--- config.mk ---
export PLATFORM = sky130hd
export DESIGN_NAME = spi_nor_flash_command_sequencer_core
export DESIGN_NICKNAME = d
export VERILOG_FILES = /design/src/rtl/core/snfcs_pkg.sv /design/src/rtl/core/snfcs_step.sv /design/src/rtl/core/spi_nor_flash_command_sequencer_core.sv
export SDC_FILE = /design/constraint.sdc
export NUM_CORES = 1
export LEC_CHECK = 0
export ABC_AREA = 0
export BUFFER_PORTS_ARGS = -buffer_cell sky130_fd_sc_hd__clkbuf_2
export CAP_MARGIN = 10
export CORE_ASPECT_RATIO = 1.1
export CORE_MARGIN = 2
export CORE_UTILIZATION = 54
export DETAILED_ROUTE_END_ITERATION = 8
export HOLD_SLACK_MARGIN = 0.1
export PLACE_DENSITY_LB_ADDON = 0.3
export SETUP_SLACK_MARGIN = 0.15
export SYNTH_ARGS = -nofsm -noshare
export SYNTH_HDL_FRONTEND = slang
export SYNTH_HIERARCHICAL = 1
export SYNTH_SLANG_ARGS = --single-unit
--- constraint.sdc ---
create_clock -name i_clk -period 4.67 [get_ports i_clk]
set_clock_uncertainty 0.15 [all_clocks]
set_input_delay 1.1675 -clock i_clk [delete_from_list [all_inputs] [get_ports i_clk]]
set_output_delay 1.1675 -clock i_clk [all_outputs]
set_load 0.03 [all_outputs]
--- src/rtl/core/snfcs_pkg.sv ---
// shared types and constants of the spi nor flash command sequencer
// no dependencies; used by snfcs_step and the top level
package snfcs_pkg;

    localparam logic [7:0] CMD_WREN = 8'h06;
    localparam logic [7:0] CMD_RDSR = 8'h05;
    localparam logic [7:0] CMD_WRSR = 8'h01;
    localparam logic [7:0] CMD_FARD = 8'h0B;
    localparam logic [7:0] CMD_PROG = 8'h02;
    localparam logic [7:0] CMD_CERS = 8'hC7;
    localparam logic [7:0] BYTE_NULL = 8'h00;

    localparam logic [1:0] OP_READ  = 2'd0;
    localparam logic [1:0] OP_PROG  = 2'd1;
    localparam logic [1:0] OP_ERASE = 2'd2;
    localparam logic [1:0] OP_NONE  = 2'd3;

    localparam logic MODE_REQ  = 1'b0;
    localparam logic MODE_SLOT = 1'b1;

    localparam int SR_WIP = 0;
    localparam int SR_WEL = 1;

    localparam logic [2:0] HDR_CMD    = 3'd0;
    localparam logic [2:0] HDR_ADDR_H = 3'd1;
    localparam logic [2:0] HDR_ADDR_M = 3'd2;
    localparam logic [2:0] HDR_ADDR_L = 3'd3;
    localparam logic [2:0] HDR_DUMMY  = 3'd4;

    localparam logic [8:0] PAGE_BYTES_RST = 9'd256;

    typedef enum logic [11:0] {
        PH_IDLE    = 12'b0000_0000_0001,
        PH_RD_HDR  = 12'b0000_0000_0010,
        PH_RD_DATA = 12'b0000_0000_0100,
        PH_WREN    = 12'b0000_0000_1000,
        PH_WEL_CMD = 12'b0000_0001_0000,
        PH_WEL_RD  = 12'b0000_0010_0000,
        PH_PG_HDR  = 12'b0000_0100_0000,
        PH_PG_DATA = 12'b0000_1000_0000,
        PH_WIP_CMD = 12'b0001_0000_0000,
        PH_WIP_RD  = 12'b0010_0000_0000,
        PH_WRSR    = 12'b0100_0000_0000,
        PH_ERASE   = 12'b1000_0000_0000
    } t_phase;

    typedef struct packed {
        t_phase      phase;
        logic [1:0]  kind;
        logic [23:0] addr;
        logic [23:0] remaining;
        logic [8:0]  chunk_left;
        logic [2:0]  hdr_idx;
        logic        erase_stage;
    } t_state;

    typedef struct packed {
        logic        mode;
        logic [1:0]  op;
        logic [23:0] address;
        logic [23:0] length;
        logic [7:0]  rx_byte;
        logic [7:0]  write_data;
    } t_item;

    typedef struct packed {
        logic [7:0] tx_byte;
        logic       shift_valid;
        logic       frame_last;
        logic       read_valid;
        logic [7:0] read_data;
        logic       data_taken;
        logic       done_res;
        logic       rejected;
    } t_result;

endpackage

--- src/rtl/core/snfcs_step.sv ---
// next-state and result logic for one transaction of the sequencer
// depends on snfcs_pkg
module snfcs_step #(
    parameter int PAGE_MAX = 256
) (
    input  snfcs_pkg::t_state  i_state,
    input  snfcs_pkg::t_item   i_item,
    input  logic [8:0]         i_page_bytes,
    output snfcs_pkg::t_state  o_state,
    output snfcs_pkg::t_result o_result
);

    function automatic logic [8:0] chunk_of(input logic [23:0] rem, input logic [8:0] page);
        logic [8:0] p;
        p = page;
        if (p == 9'd0) p = 9'd1;
        if (32'(p) > 32'(PAGE_MAX)) p = 9'(PAGE_MAX);
        if ({15'd0, p} > rem) p = rem[8:0];
        return p;
    endfunction

    function automatic logic [7:0] addr_byte(input logic [2:0] idx, input logic [23:0] a);
        logic [7:0] b;
        if (idx == snfcs_pkg::HDR_ADDR_H) b = a[23:16];
        else if (idx == snfcs_pkg::HDR_ADDR_M) b = a[15:8];
        else b = a[7:0];
        return b;
    endfunction

    snfcs_pkg::t_state  ns;
    snfcs_pkg::t_result res;
    logic               run_emit;
    logic [7:0]         tx;
    logic               last;
    logic               taken;

    always_comb begin
        ns       = i_state;
        res      = '0;
        run_emit = 1'b0;
        if (i_item.mode == snfcs_pkg::MODE_REQ) begin
            if (i_state.phase != snfcs_pkg::PH_IDLE || i_item.op == snfcs_pkg::OP_NONE) begin
                res.rejected = 1'b1;
            end else begin
                ns.kind        = i_item.op;
                ns.addr        = i_item.address;
                ns.remaining   = i_item.length;
                ns.hdr_idx     = snfcs_pkg::HDR_CMD;
                ns.erase_stage = 1'b0;
                ns.chunk_left  = 9'd0;
                priority if (i_item.op == snfcs_pkg::OP_ERASE) begin
                    ns.phase = snfcs_pkg::PH_WREN;
                    run_emit = 1'b1;
                end else if (i_item.length == 24'd0) begin
                    res.done_res = 1'b1;
                end else if (i_item.op == snfcs_pkg::OP_READ) begin
                    ns.phase = snfcs_pkg::PH_RD_HDR;
                    run_emit = 1'b1;
                end else begin
                    ns.chunk_left = chunk_of(i_item.length, i_page_bytes);
                    ns.phase      = snfcs_pkg::PH_WREN;
                    run_emit      = 1'b1;
                end
            end
        end else if (i_state.phase == snfcs_pkg::PH_IDLE) begin
            res.rejected = 1'b1;
        end else begin
            unique case (i_state.phase)
                snfcs_pkg::PH_RD_HDR: begin
                    if (i_state.hdr_idx < snfcs_pkg::HDR_DUMMY) ns.hdr_idx = i_state.hdr_idx + 3'd1;
                    else ns.phase = snfcs_pkg::PH_RD_DATA;
                end
                snfcs_pkg::PH_RD_DATA: begin
                    res.read_valid = 1'b1;
                    res.read_data  = i_item.rx_byte;
                    ns.remaining   = i_state.remaining - 24'd1;
                    ns.addr        = i_state.addr + 24'd1;
                    if (ns.remaining == 24'd0) ns.phase = snfcs_pkg::PH_IDLE;
                end
                snfcs_pkg::PH_WREN:    ns.phase = snfcs_pkg::PH_WEL_CMD;
                snfcs_pkg::PH_WEL_CMD: ns.phase = snfcs_pkg::PH_WEL_RD;
                snfcs_pkg::PH_WEL_RD: begin
                    ns.hdr_idx = snfcs_pkg::HDR_CMD;
                    priority if (!i_item.rx_byte[snfcs_pkg::SR_WEL]) ns.phase = snfcs_pkg::PH_WEL_CMD;
                    else if (i_state.kind == snfcs_pkg::OP_PROG) ns.phase = snfcs_pkg::PH_PG_HDR;
                    else if (!i_state.erase_stage) ns.phase = snfcs_pkg::PH_WRSR;
                    else ns.phase = snfcs_pkg::PH_ERASE;
                end
                snfcs_pkg::PH_PG_HDR: begin
                    if (i_state.hdr_idx < snfcs_pkg::HDR_ADDR_L) ns.hdr_idx = i_state.hdr_idx + 3'd1;
                    else ns.phase = snfcs_pkg::PH_PG_DATA;
                end
                snfcs_pkg::PH_PG_DATA: begin
                    ns.addr       = i_state.addr + 24'd1;
                    ns.remaining  = i_state.remaining - 24'd1;
                    ns.chunk_left = i_state.chunk_left - 9'd1;
                    if (ns.chunk_left == 9'd0) ns.phase = snfcs_pkg::PH_WIP_CMD;
                end
                snfcs_pkg::PH_WIP_CMD: ns.phase = snfcs_pkg::PH_WIP_RD;
                snfcs_pkg::PH_WIP_RD: begin
                    priority if (i_item.rx_byte[snfcs_pkg::SR_WIP]) begin
                        ns.phase = snfcs_pkg::PH_WIP_CMD;
                    end else if (i_state.kind == snfcs_pkg::OP_PROG) begin
                        if (i_state.remaining == 24'd0) begin
                            ns.phase = snfcs_pkg::PH_IDLE;
                        end else begin
                            ns.chunk_left = chunk_of(i_state.remaining, i_page_bytes);
                            ns.phase      = snfcs_pkg::PH_WREN;
                        end
                    end else if (!i_state.erase_stage) begin
                        ns.erase_stage = 1'b1;
                        ns.phase       = snfcs_pkg::PH_WREN;
                    end else begin
                        ns.phase = snfcs_pkg::PH_IDLE;
                    end
                end
                snfcs_pkg::PH_WRSR: begin
                    if (i_state.hdr_idx == snfcs_pkg::HDR_CMD) ns.hdr_idx = snfcs_pkg::HDR_ADDR_H;
                    else ns.phase = snfcs_pkg::PH_WIP_CMD;
                end
                snfcs_pkg::PH_ERASE: ns.phase = snfcs_pkg::PH_WIP_CMD;
                default: ns.phase = snfcs_pkg::PH_IDLE;
            endcase
            if (ns.phase == snfcs_pkg::PH_IDLE) res.done_res = 1'b1;
            else run_emit = 1'b1;
        end

        // announce the byte of the new phase
        tx    = snfcs_pkg::BYTE_NULL;
        last  = 1'b0;
        taken = 1'b0;
        unique case (ns.phase)
            snfcs_pkg::PH_RD_HDR: begin
                if (ns.hdr_idx == snfcs_pkg::HDR_CMD) tx = snfcs_pkg::CMD_FARD;
                else if (ns.hdr_idx <= snfcs_pkg::HDR_ADDR_L) tx = addr_byte(ns.hdr_idx, ns.addr);
                else tx = snfcs_pkg::BYTE_NULL;
            end
            snfcs_pkg::PH_RD_DATA: last = (ns.remaining == 24'd1);
            snfcs_pkg::PH_WREN: begin
                tx   = snfcs_pkg::CMD_WREN;
                last = 1'b1;
            end
            snfcs_pkg::PH_WEL_CMD, snfcs_pkg::PH_WIP_CMD: tx = snfcs_pkg::CMD_RDSR;
            snfcs_pkg::PH_WEL_RD, snfcs_pkg::PH_WIP_RD: last = 1'b1;
            snfcs_pkg::PH_PG_HDR: begin
                if (ns.hdr_idx == snfcs_pkg::HDR_CMD) tx = snfcs_pkg::CMD_PROG;
                else tx = addr_byte(ns.hdr_idx, ns.addr);
            end
            snfcs_pkg::PH_PG_DATA: begin
                tx    = i_item.write_data;
                taken = 1'b1;
                last  = (ns.chunk_left == 9'd1);
            end
            snfcs_pkg::PH_WRSR: begin
                if (ns.hdr_idx == snfcs_pkg::HDR_CMD) tx = snfcs_pkg::CMD_WRSR;
                else last = 1'b1;
            end
            snfcs_pkg::PH_ERASE: begin
                tx   = snfcs_pkg::CMD_CERS;
                last = 1'b1;
            end
            default: tx = snfcs_pkg::BYTE_NULL;
        endcase
        if (run_emit) begin
            res.tx_byte     = tx;
            res.shift_valid = 1'b1;
            res.frame_last  = last;
            res.data_taken  = taken;
        end
    end

    assign o_state  = ns;
    assign o_result = res;

endmodule

--- src/rtl/core/spi_nor_flash_command_sequencer_core.sv ---
// top level of the spi nor flash command sequencer: input register, state, result register
// depends on snfcs_pkg and snfcs_step
// One transaction on the input channel is either a request (fast read, program, chip erase)
// or the report of one finished bus byte slot; each gives exactly one result transaction with
// the next byte to shift, any read data and the done or rejected flags. The block sustains one
// transaction per clock while the result side is ready: an input register feeds the state
// update logic, and the state and the result register are written in the same cycle, so each
// result leaves through the result register together with the state update that it reflects.
// The output register lets a new transaction enter while a result still waits. The page_bytes
// register is written through the configuration channel, which is always ready; write it only
// while no request is in progress. page_bytes of zero acts as one, above PAGE_MAX as PAGE_MAX.
module spi_nor_flash_command_sequencer_core #(
    parameter int PAGE_MAX = 256
) (
    input  logic        i_clk,
    input  logic        i_rst_n,
    input  logic        i_in_valid,
    output logic        o_in_ready,
    input  logic        i_mode,
    input  logic [1:0]  i_op,
    input  logic [23:0] i_address,
    input  logic [23:0] i_length,
    input  logic [7:0]  i_rx_byte,
    input  logic [7:0]  i_write_data,
    output logic        o_out_valid,
    input  logic        i_out_ready,
    output logic [7:0]  o_tx_byte,
    output logic        o_shift_valid,
    output logic        o_frame_last,
    output logic        o_read_valid,
    output logic [7:0]  o_read_data,
    output logic        o_data_taken,
    output logic        o_done_res,
    output logic        o_rejected,
    input  logic        i_cfg_valid,
    output logic        o_cfg_ready,
    input  logic [8:0]  i_cfg_data
);

    logic               r_in_valid;
    snfcs_pkg::t_item   r_item;
    logic               r_out_valid;
    snfcs_pkg::t_result r_result;
    snfcs_pkg::t_state  r_state;
    logic [8:0]         r_page_bytes;
    snfcs_pkg::t_state  n_state;
    snfcs_pkg::t_result n_result;
    logic               advance;

    assign advance     = r_in_valid && (!r_out_valid || i_out_ready);
    assign o_in_ready  = !r_in_valid || advance;
    assign o_cfg_ready = 1'b1;

    snfcs_step #(
        .PAGE_MAX (PAGE_MAX)
    ) u_step (
        .i_state      (r_state),
        .i_item       (r_item),
        .i_page_bytes (r_page_bytes),
        .o_state      (n_state),
        .o_result     (n_result)
    );

    always_ff @(posedge i_clk) begin
        if (!i_rst_n) begin
            r_in_valid   <= 1'b0;
            r_out_valid  <= 1'b0;
            r_state      <= '{phase: snfcs_pkg::PH_IDLE, default: '0};
            r_page_bytes <= snfcs_pkg::PAGE_BYTES_RST;
        end else begin
            if (o_in_ready) r_in_valid <= i_in_valid;
            if (advance) begin
                r_state     <= n_state;
                r_out_valid <= 1'b1;
            end else if (i_out_ready) begin
                r_out_valid <= 1'b0;
            end
            if (i_cfg_valid) r_page_bytes <= i_cfg_data;
        end
    end

    always_ff @(posedge i_clk) begin
        if (i_in_valid && o_in_ready) begin
            r_item <= '{mode: i_mode, op: i_op, address: i_address, length: i_length,
                        rx_byte: i_rx_byte, write_data: i_write_data};
        end
        if (advance) r_result <= n_result;
    end

    assign o_out_valid   = r_out_valid;
    assign o_tx_byte     = r_result.tx_byte;
    assign o_shift_valid = r_result.shift_valid;
    assign o_frame_last  = r_result.frame_last;
    assign o_read_valid  = r_result.read_valid;
    assign o_read_data   = r_result.read_data;
    assign o_data_taken  = r_result.data_taken;
    assign o_done_res    = r_result.done_res;
    assign o_rejected    = r_result.rejected;

endmodule

Yosys cells after proc, flatten, opt, wreduce, memory -nomap -nowiden. Index checks and enable logic that the tools add are counted.

Register bits after elaboration: 175. Bits in latches: 0. Memory bits (writable): 0. ROM bits: 0. Output and inout bits: 25. Word-level logic and storage cells: 191. Memories: 0.

Add/sub/neg operators: 4. Multipliers: 0. Div/mod/pow operators: 0. Magnitude comparators: 7. Equal/unequal tests: 37. Shift operators: 0. Muxes and demuxes: 93. Bitwise operators: 3. Reductions and logical operators: 23.

Operators with widths (count): 9-bit 2-to-1 mux (34); 12-bit 2-to-1 mux (16); 12-bit case mux with 11 select lines (1); 61-bit 2-to-1 mux (2); 75-bit 2-to-1 mux (1); 24-bit zero test (3); 8-bit case mux with 7 select lines (1); 9-bit by 24-bit > comparator with 1-bit output (2); 48-bit 2-to-1 mux (1); 8-bit 2-to-1 mux (5); 24-bit by 1-bit adder with 24-bit output, second input constant (1); 12-bit by 1-bit == test with 1-bit output, second input constant (2); 12-bit by 10-bit == test with 1-bit output, second input constant (2); 12-bit by 11-bit == test with 1-bit output, second input constant (2); 12-bit == test, second input constant (2); 12-bit by 2-bit == test with 1-bit output, second input constant (2); 12-bit by 3-bit == test with 1-bit output, second input constant (2); 12-bit by 4-bit == test with 1-bit output, second input constant (2); 12-bit by 5-bit == test with 1-bit output, second input constant (2); 12-bit by 6-bit == test with 1-bit output, second input constant (2); 12-bit by 7-bit == test with 1-bit output, second input constant (2); 12-bit by 8-bit == test with 1-bit output, second input constant (2); 12-bit by 9-bit == test with 1-bit output, second input constant (2); 24-bit by 1-bit == test with 1-bit output, second input constant (1); other kinds (35) (75).

Logic depth before layout (Yosys ltp).
Depth in word-level cells: 30. Gate-level depth with buffers: 14. Depth with buffers taken out: 14.

By module. Netlist, hierarchy kept.

Modules (own cells, without submodules): spi_nor_flash_command_sequencer_core (instances 1, cells each 455, area each 6112.1 um^2); snfcs_step (instances 1, cells each 943, area each 5850.6 um^2).

Worst setup path before layout. No wires, ideal clock.

Path kind: input to register. From: input i_out_ready. To: register r_item[0] (netlist name) (enable). Arrival time: 3091 ps. Data required time: 4088 ps. Path slack: 997 ps. Stages on the path: 3. Path through: nor2b_4 nand2_1 and2_1.

Cells in the longest elaborated chain, start to end: 4.

RTL lines: from (decl) (RTL line spi_nor_flash_command_sequencer_core.sv:26) `input logic i_out_ready,`; 1-bit logical OR (RTL line spi_nor_flash_command_sequencer_core.sv:50) `assign advance = r_in_valid && (!r_out_valid || i_out_ready);`; 1-bit logical AND (RTL line spi_nor_flash_command_sequencer_core.sv:50); 1-bit logical OR (RTL line spi_nor_flash_command_sequencer_core.sv:51) `assign o_in_ready = !r_in_valid || advance;`; named net o_in_ready (RTL line spi_nor_flash_command_sequencer_core.sv:18) `output logic o_in_ready,`; 1-bit logical AND (RTL line spi_nor_flash_command_sequencer_core.sv:83) `if (i_in_valid && o_in_ready) begin`; to (signal assigned) (RTL line spi_nor_flash_command_sequencer_core.sv:84) `r_item <= '{mode: i_mode, op: i_op, address: i_address, length: i_length,`; to (decl) (RTL line spi_nor_flash_command_sequencer_core.sv:41) `snfcs_pkg::t_item r_item;`.

The timed path passes the listed nets, and every way through them passes these cells. A chain may end at the register's enable or synchronous reset.

Final worst setup path.
From: register r_state[69] (netlist name). To: register r_result, in the netlist o_frame_last (data pin).

Cells in the longest elaborated chain, start to end: 9.

RTL lines: from (decl) (RTL line spi_nor_flash_command_sequencer_core.sv:44) `snfcs_pkg::t_state r_state;`; from (signal assigned) (RTL line spi_nor_flash_command_sequencer_core.sv:73) `r_state <= n_state;`; 12-bit == test (tied with other cells) (RTL line snfcs_step.sv:68) `unique case (i_state.phase)`; 12-bit case mux with 11 select lines (RTL line snfcs_step.sv:68); 12-bit 2-to-1 mux (RTL line snfcs_step.sv:65) `end else if (i_state.phase == snfcs_pkg::PH_IDLE) begin`; 12-bit 2-to-1 mux (RTL line snfcs_step.sv:41) `if (i_item.mode == snfcs_pkg::MODE_REQ) begin`; 12-bit 2-to-1 mux (RTL line snfcs_step.sv:65); 12-bit 2-to-1 mux (RTL line snfcs_step.sv:41); 12-bit by 4-bit == test with 1-bit output (tied with other cells) (RTL line snfcs_step.sv:132) `unique case (ns.phase)`; 4-bit OR reduction (no source line); 1-bit case mux with 4 select lines (RTL line snfcs_step.sv:132); to (signal assigned) (RTL line spi_nor_flash_command_sequencer_core.sv:87) `if (advance) r_result <= n_result;`; to (decl) (RTL line spi_nor_flash_command_sequencer_core.sv:43) `snfcs_pkg::t_result r_result;`.

Parallel ways exist; a longest one is shown, timed or not. The select of a mux whose other input is x is not followed.

==> impl_metrics.yaml <==
run_status:
  outcome: "finished clean"
finish:
  nets: 1586
  final_cell_mix: "nand2_1 (261), clkbuf_2 (103), mux2i_1 (96)"
  num_antenna_cells: 0
  layout_commonest_cell: "nand2_1"
  areaGrowthSynthToFinish_pct: 11.80
  fillerInstances: 1954
  final_layout_size_suffix_gt1_frac: 0.1527
floorplanning:
  core_area_um2: 21890
  start_util: 0.5464
  rows: 57
  ios: 106
  die_w_um: 145.9
  dieHeight_um: 160.1
  dieArea_um2: 23360
clock_network:
  clock_latency_ns: 0.44
  tritoncts: "yes"
  cts_buffers: 17
  htree_levels: 4
  cts_sinks: 175
  cts_root_buffer: "clkbuf_16"
  clk_pin_slew_worst_paths_ns: 0.07
  cts_max_path_buffers: 2
route:
  ant_nets: 0
  post-route-drc-count: 0
  dr_total_vias: 11250
  vias_per_cell: 6.293
  first_iter_violations: 1082
  first_pass_iters: 6
  post_drt_wl_per_cell_um: 20.06
  drt-total-wl_mm: 35.86
worst_setup_path:
  crit_fanout: 15
  start_kind: "register"
  reg2reg_from: "r_state[69]$_SDFFE_PN0P_"
  worstPathRequired_ns: 4.81
  worstSetupEndpointType: "register"
  worstSetupPathType: "reg -> reg"
  worstPathArrival_ns: 4.42
  cp-startpoint: "r_state[69]$_SDFFE_PN0P_"
pwr:
  p_leak_nw: 5.235
  power.density_nw_per_um2: 293.5
  ir_worst_vdd_mv: 0.2536
sta:
  setup_ws_ns: 0.3887
  min_period_ns: 4.281
  finalSetupViolCount: 0
  rsz0062_at_grt: "no"
  maxSlewViolCount: 0
  holdWs_ns: 0.3342
  finalSetupTns_ns: 0
  min_period_over_period: 0.9168
  tightest_slew_ns: 0.9770
  maxClockFrequency_mhz: 233.6
  finalHoldViolCount: 0
  slew_headroom: 0.3486
synth:
  yosysSeqAreaShare: 0.3673
  synth_edf_count: 89
  synth_top_area_frac: 0.2234
  async_flop_share: 0
  yosysTopAreaCell: "edfxtp_1"
  syn_inst: 1398
  syn_nets: 1504
  synth_seq_cells: 175
  synth_cell_types: 97
  syn_area_um2: 11960
  synthTopCellsByArea: "edfxtp_1 (22%), dfxtp_1 (14%), nand2_1 (8.2%)"
  synth-main-ff-cell: "edfxtp_1"
  yosysWarnings: 6
  syn_avg_cell_area_um2: 8.557
worst_hold_path:
  min_from: "r_state[62]$_SDFFE_PN0P_"
  hp-class: "reg -> reg"
global_routing:
  grt_pass1_wl_mm: 55.70
  grt.total_usage: 0.3009
  first_global_vias: 10360
  antenna_found_initial: 0
  grt_overflow: 0
  grt_max_degree: 101
placed_design:
  place_ws_ns: 0.1535
  dp_hpwl_mm: 25.92
  gp_congestion: 0.9994
  port_buffers: 104
flow_run:
  drv_cap: 0
-- cell usage after synthesis, types with 25 or more instances --
| master | count |
|---|---|
| nand2_1 | 261 |
| mux2i_1 | 96 |
| edfxtp_1 | 89 |
| nor2_1 | 89 |
| dfxtp_1 | 86 |
| a21oi_1 | 62 |
| nor3_1 | 53 |
| inv_1 | 50 |
| clkbuf_1 | 45 |
| o21ai_0 | 40 |
| nand3_1 | 34 |
| nand4_1 | 34 |
| and3_1 | 29 |
| xnor2_1 | 29 |
| nor4_1 | 28 |
| ha_1 | 25 |
-- path summary, 6_finish.rpt --
kind,cells after the start,endpoint,slack (ns)
setup reg to reg,8,o_frame_last$_DFFE_PP_,0.39
hold reg to reg,2,r_state[62]$_SDFFE_PN0P_,0.33
setup / recovery,8,o_frame_last$_DFFE_PP_,0.39
hold / removal,2,r_state[62]$_SDFFE_PN0P_,0.33
-- metal layers --
layer / GRT usage / wire [um] / up-vias
li1: - / - / 5306
met1: 0.3776 / 14550 / 5323
met2: 0.5099 / 17400 / 520
met3: 0.06086 / 2693 / 103
met4: 0.1172 / 1215 / 0
met5: 0 / 0 / -
-- area by class of cell --
cell class,count,area (um^2),share of cell area
multi-input cells,1083,6920,0.5174
flip-flops and latches,175,4394,0.3286
repair buffers,150,893.4,0.06680
clock buffers,17,425.4,0.03181
well taps,295,369.1,0.02760
inverters,53,198.9,0.01488
clock inverters,15,172.7,0.01291
-- cell families (layout without fill, tap and decap cells) --
kind of cell,count (synthesis),in the layout,share of synthesized area
fa+ha+maj,26,26,0.02698
compound gates,266,266,0.1557
xor+xnor,40,40,0.02929
mux,103,103,0.08723
flops,175,175,0.3673
other cells,1,1,0.0003135
simple gates,647,647,0.2773
buf+inv,140,235,0.05585
-- stage by stage --
step | cell area (um^2) | total power, mW | cells | utilization
after global placement | 12740 | 2.491 | 1754 | 0.5820
final | 13370 | 3.925 | 1788 | 0.6108
after floorplan | 11960 | 2.265 | 1398 | -
after detailed placement | 12740 | 2.495 | 1754 | 0.5820
after global routing | 13370 | 4.069 | 1788 | 0.6108
after CTS | 13350 | 3.928 | 1786 | 0.6095
-- state kept, by name, indices dropped and copies added, names as in the netlist --
| register | cells |
|---|---|
| o_shift_valid | 1 |
| o_done_res | 1 |
| o_out_valid | 1 |
| o_read_data | 8 |
| r_in_valid | 1 |
| o_frame_last | 1 |
| r_page_bytes | 9 |
| o_data_taken | 1 |
| o_rejected | 1 |
| r_state | 75 |
| o_tx_byte | 8 |
| o_read_valid | 1 |
| r_item | 67 |
-- critical path, cell delays in order (launching register included) --
cell and delay, ns:
dfxtp_1 0.49, nor4_4 0.80, nand4_1 0.52, mux2i_1 0.36
nor2_1 0.07, or4b_1 0.59, or4_1 0.43, or4_1 0.57
a31oi_1 0.15
-- power by group --
part / internal, mW / switching [mW]
Combinational: 0.272 / 0.454
Sequential: 1.69 / 0.0748
Clock: 0.720 / 0.717
Total: 2.68 / 1.25
-- repair_timing --
action                                  CTS  global route
cloned                                    0             0
pin swaps                                 0             1
endpoints found under the setup margin    1             7
hold buffers                              0             0
gates resized for setup                   1             2
setup buffers                             0             2
Power figures use the tool's default switching activity.
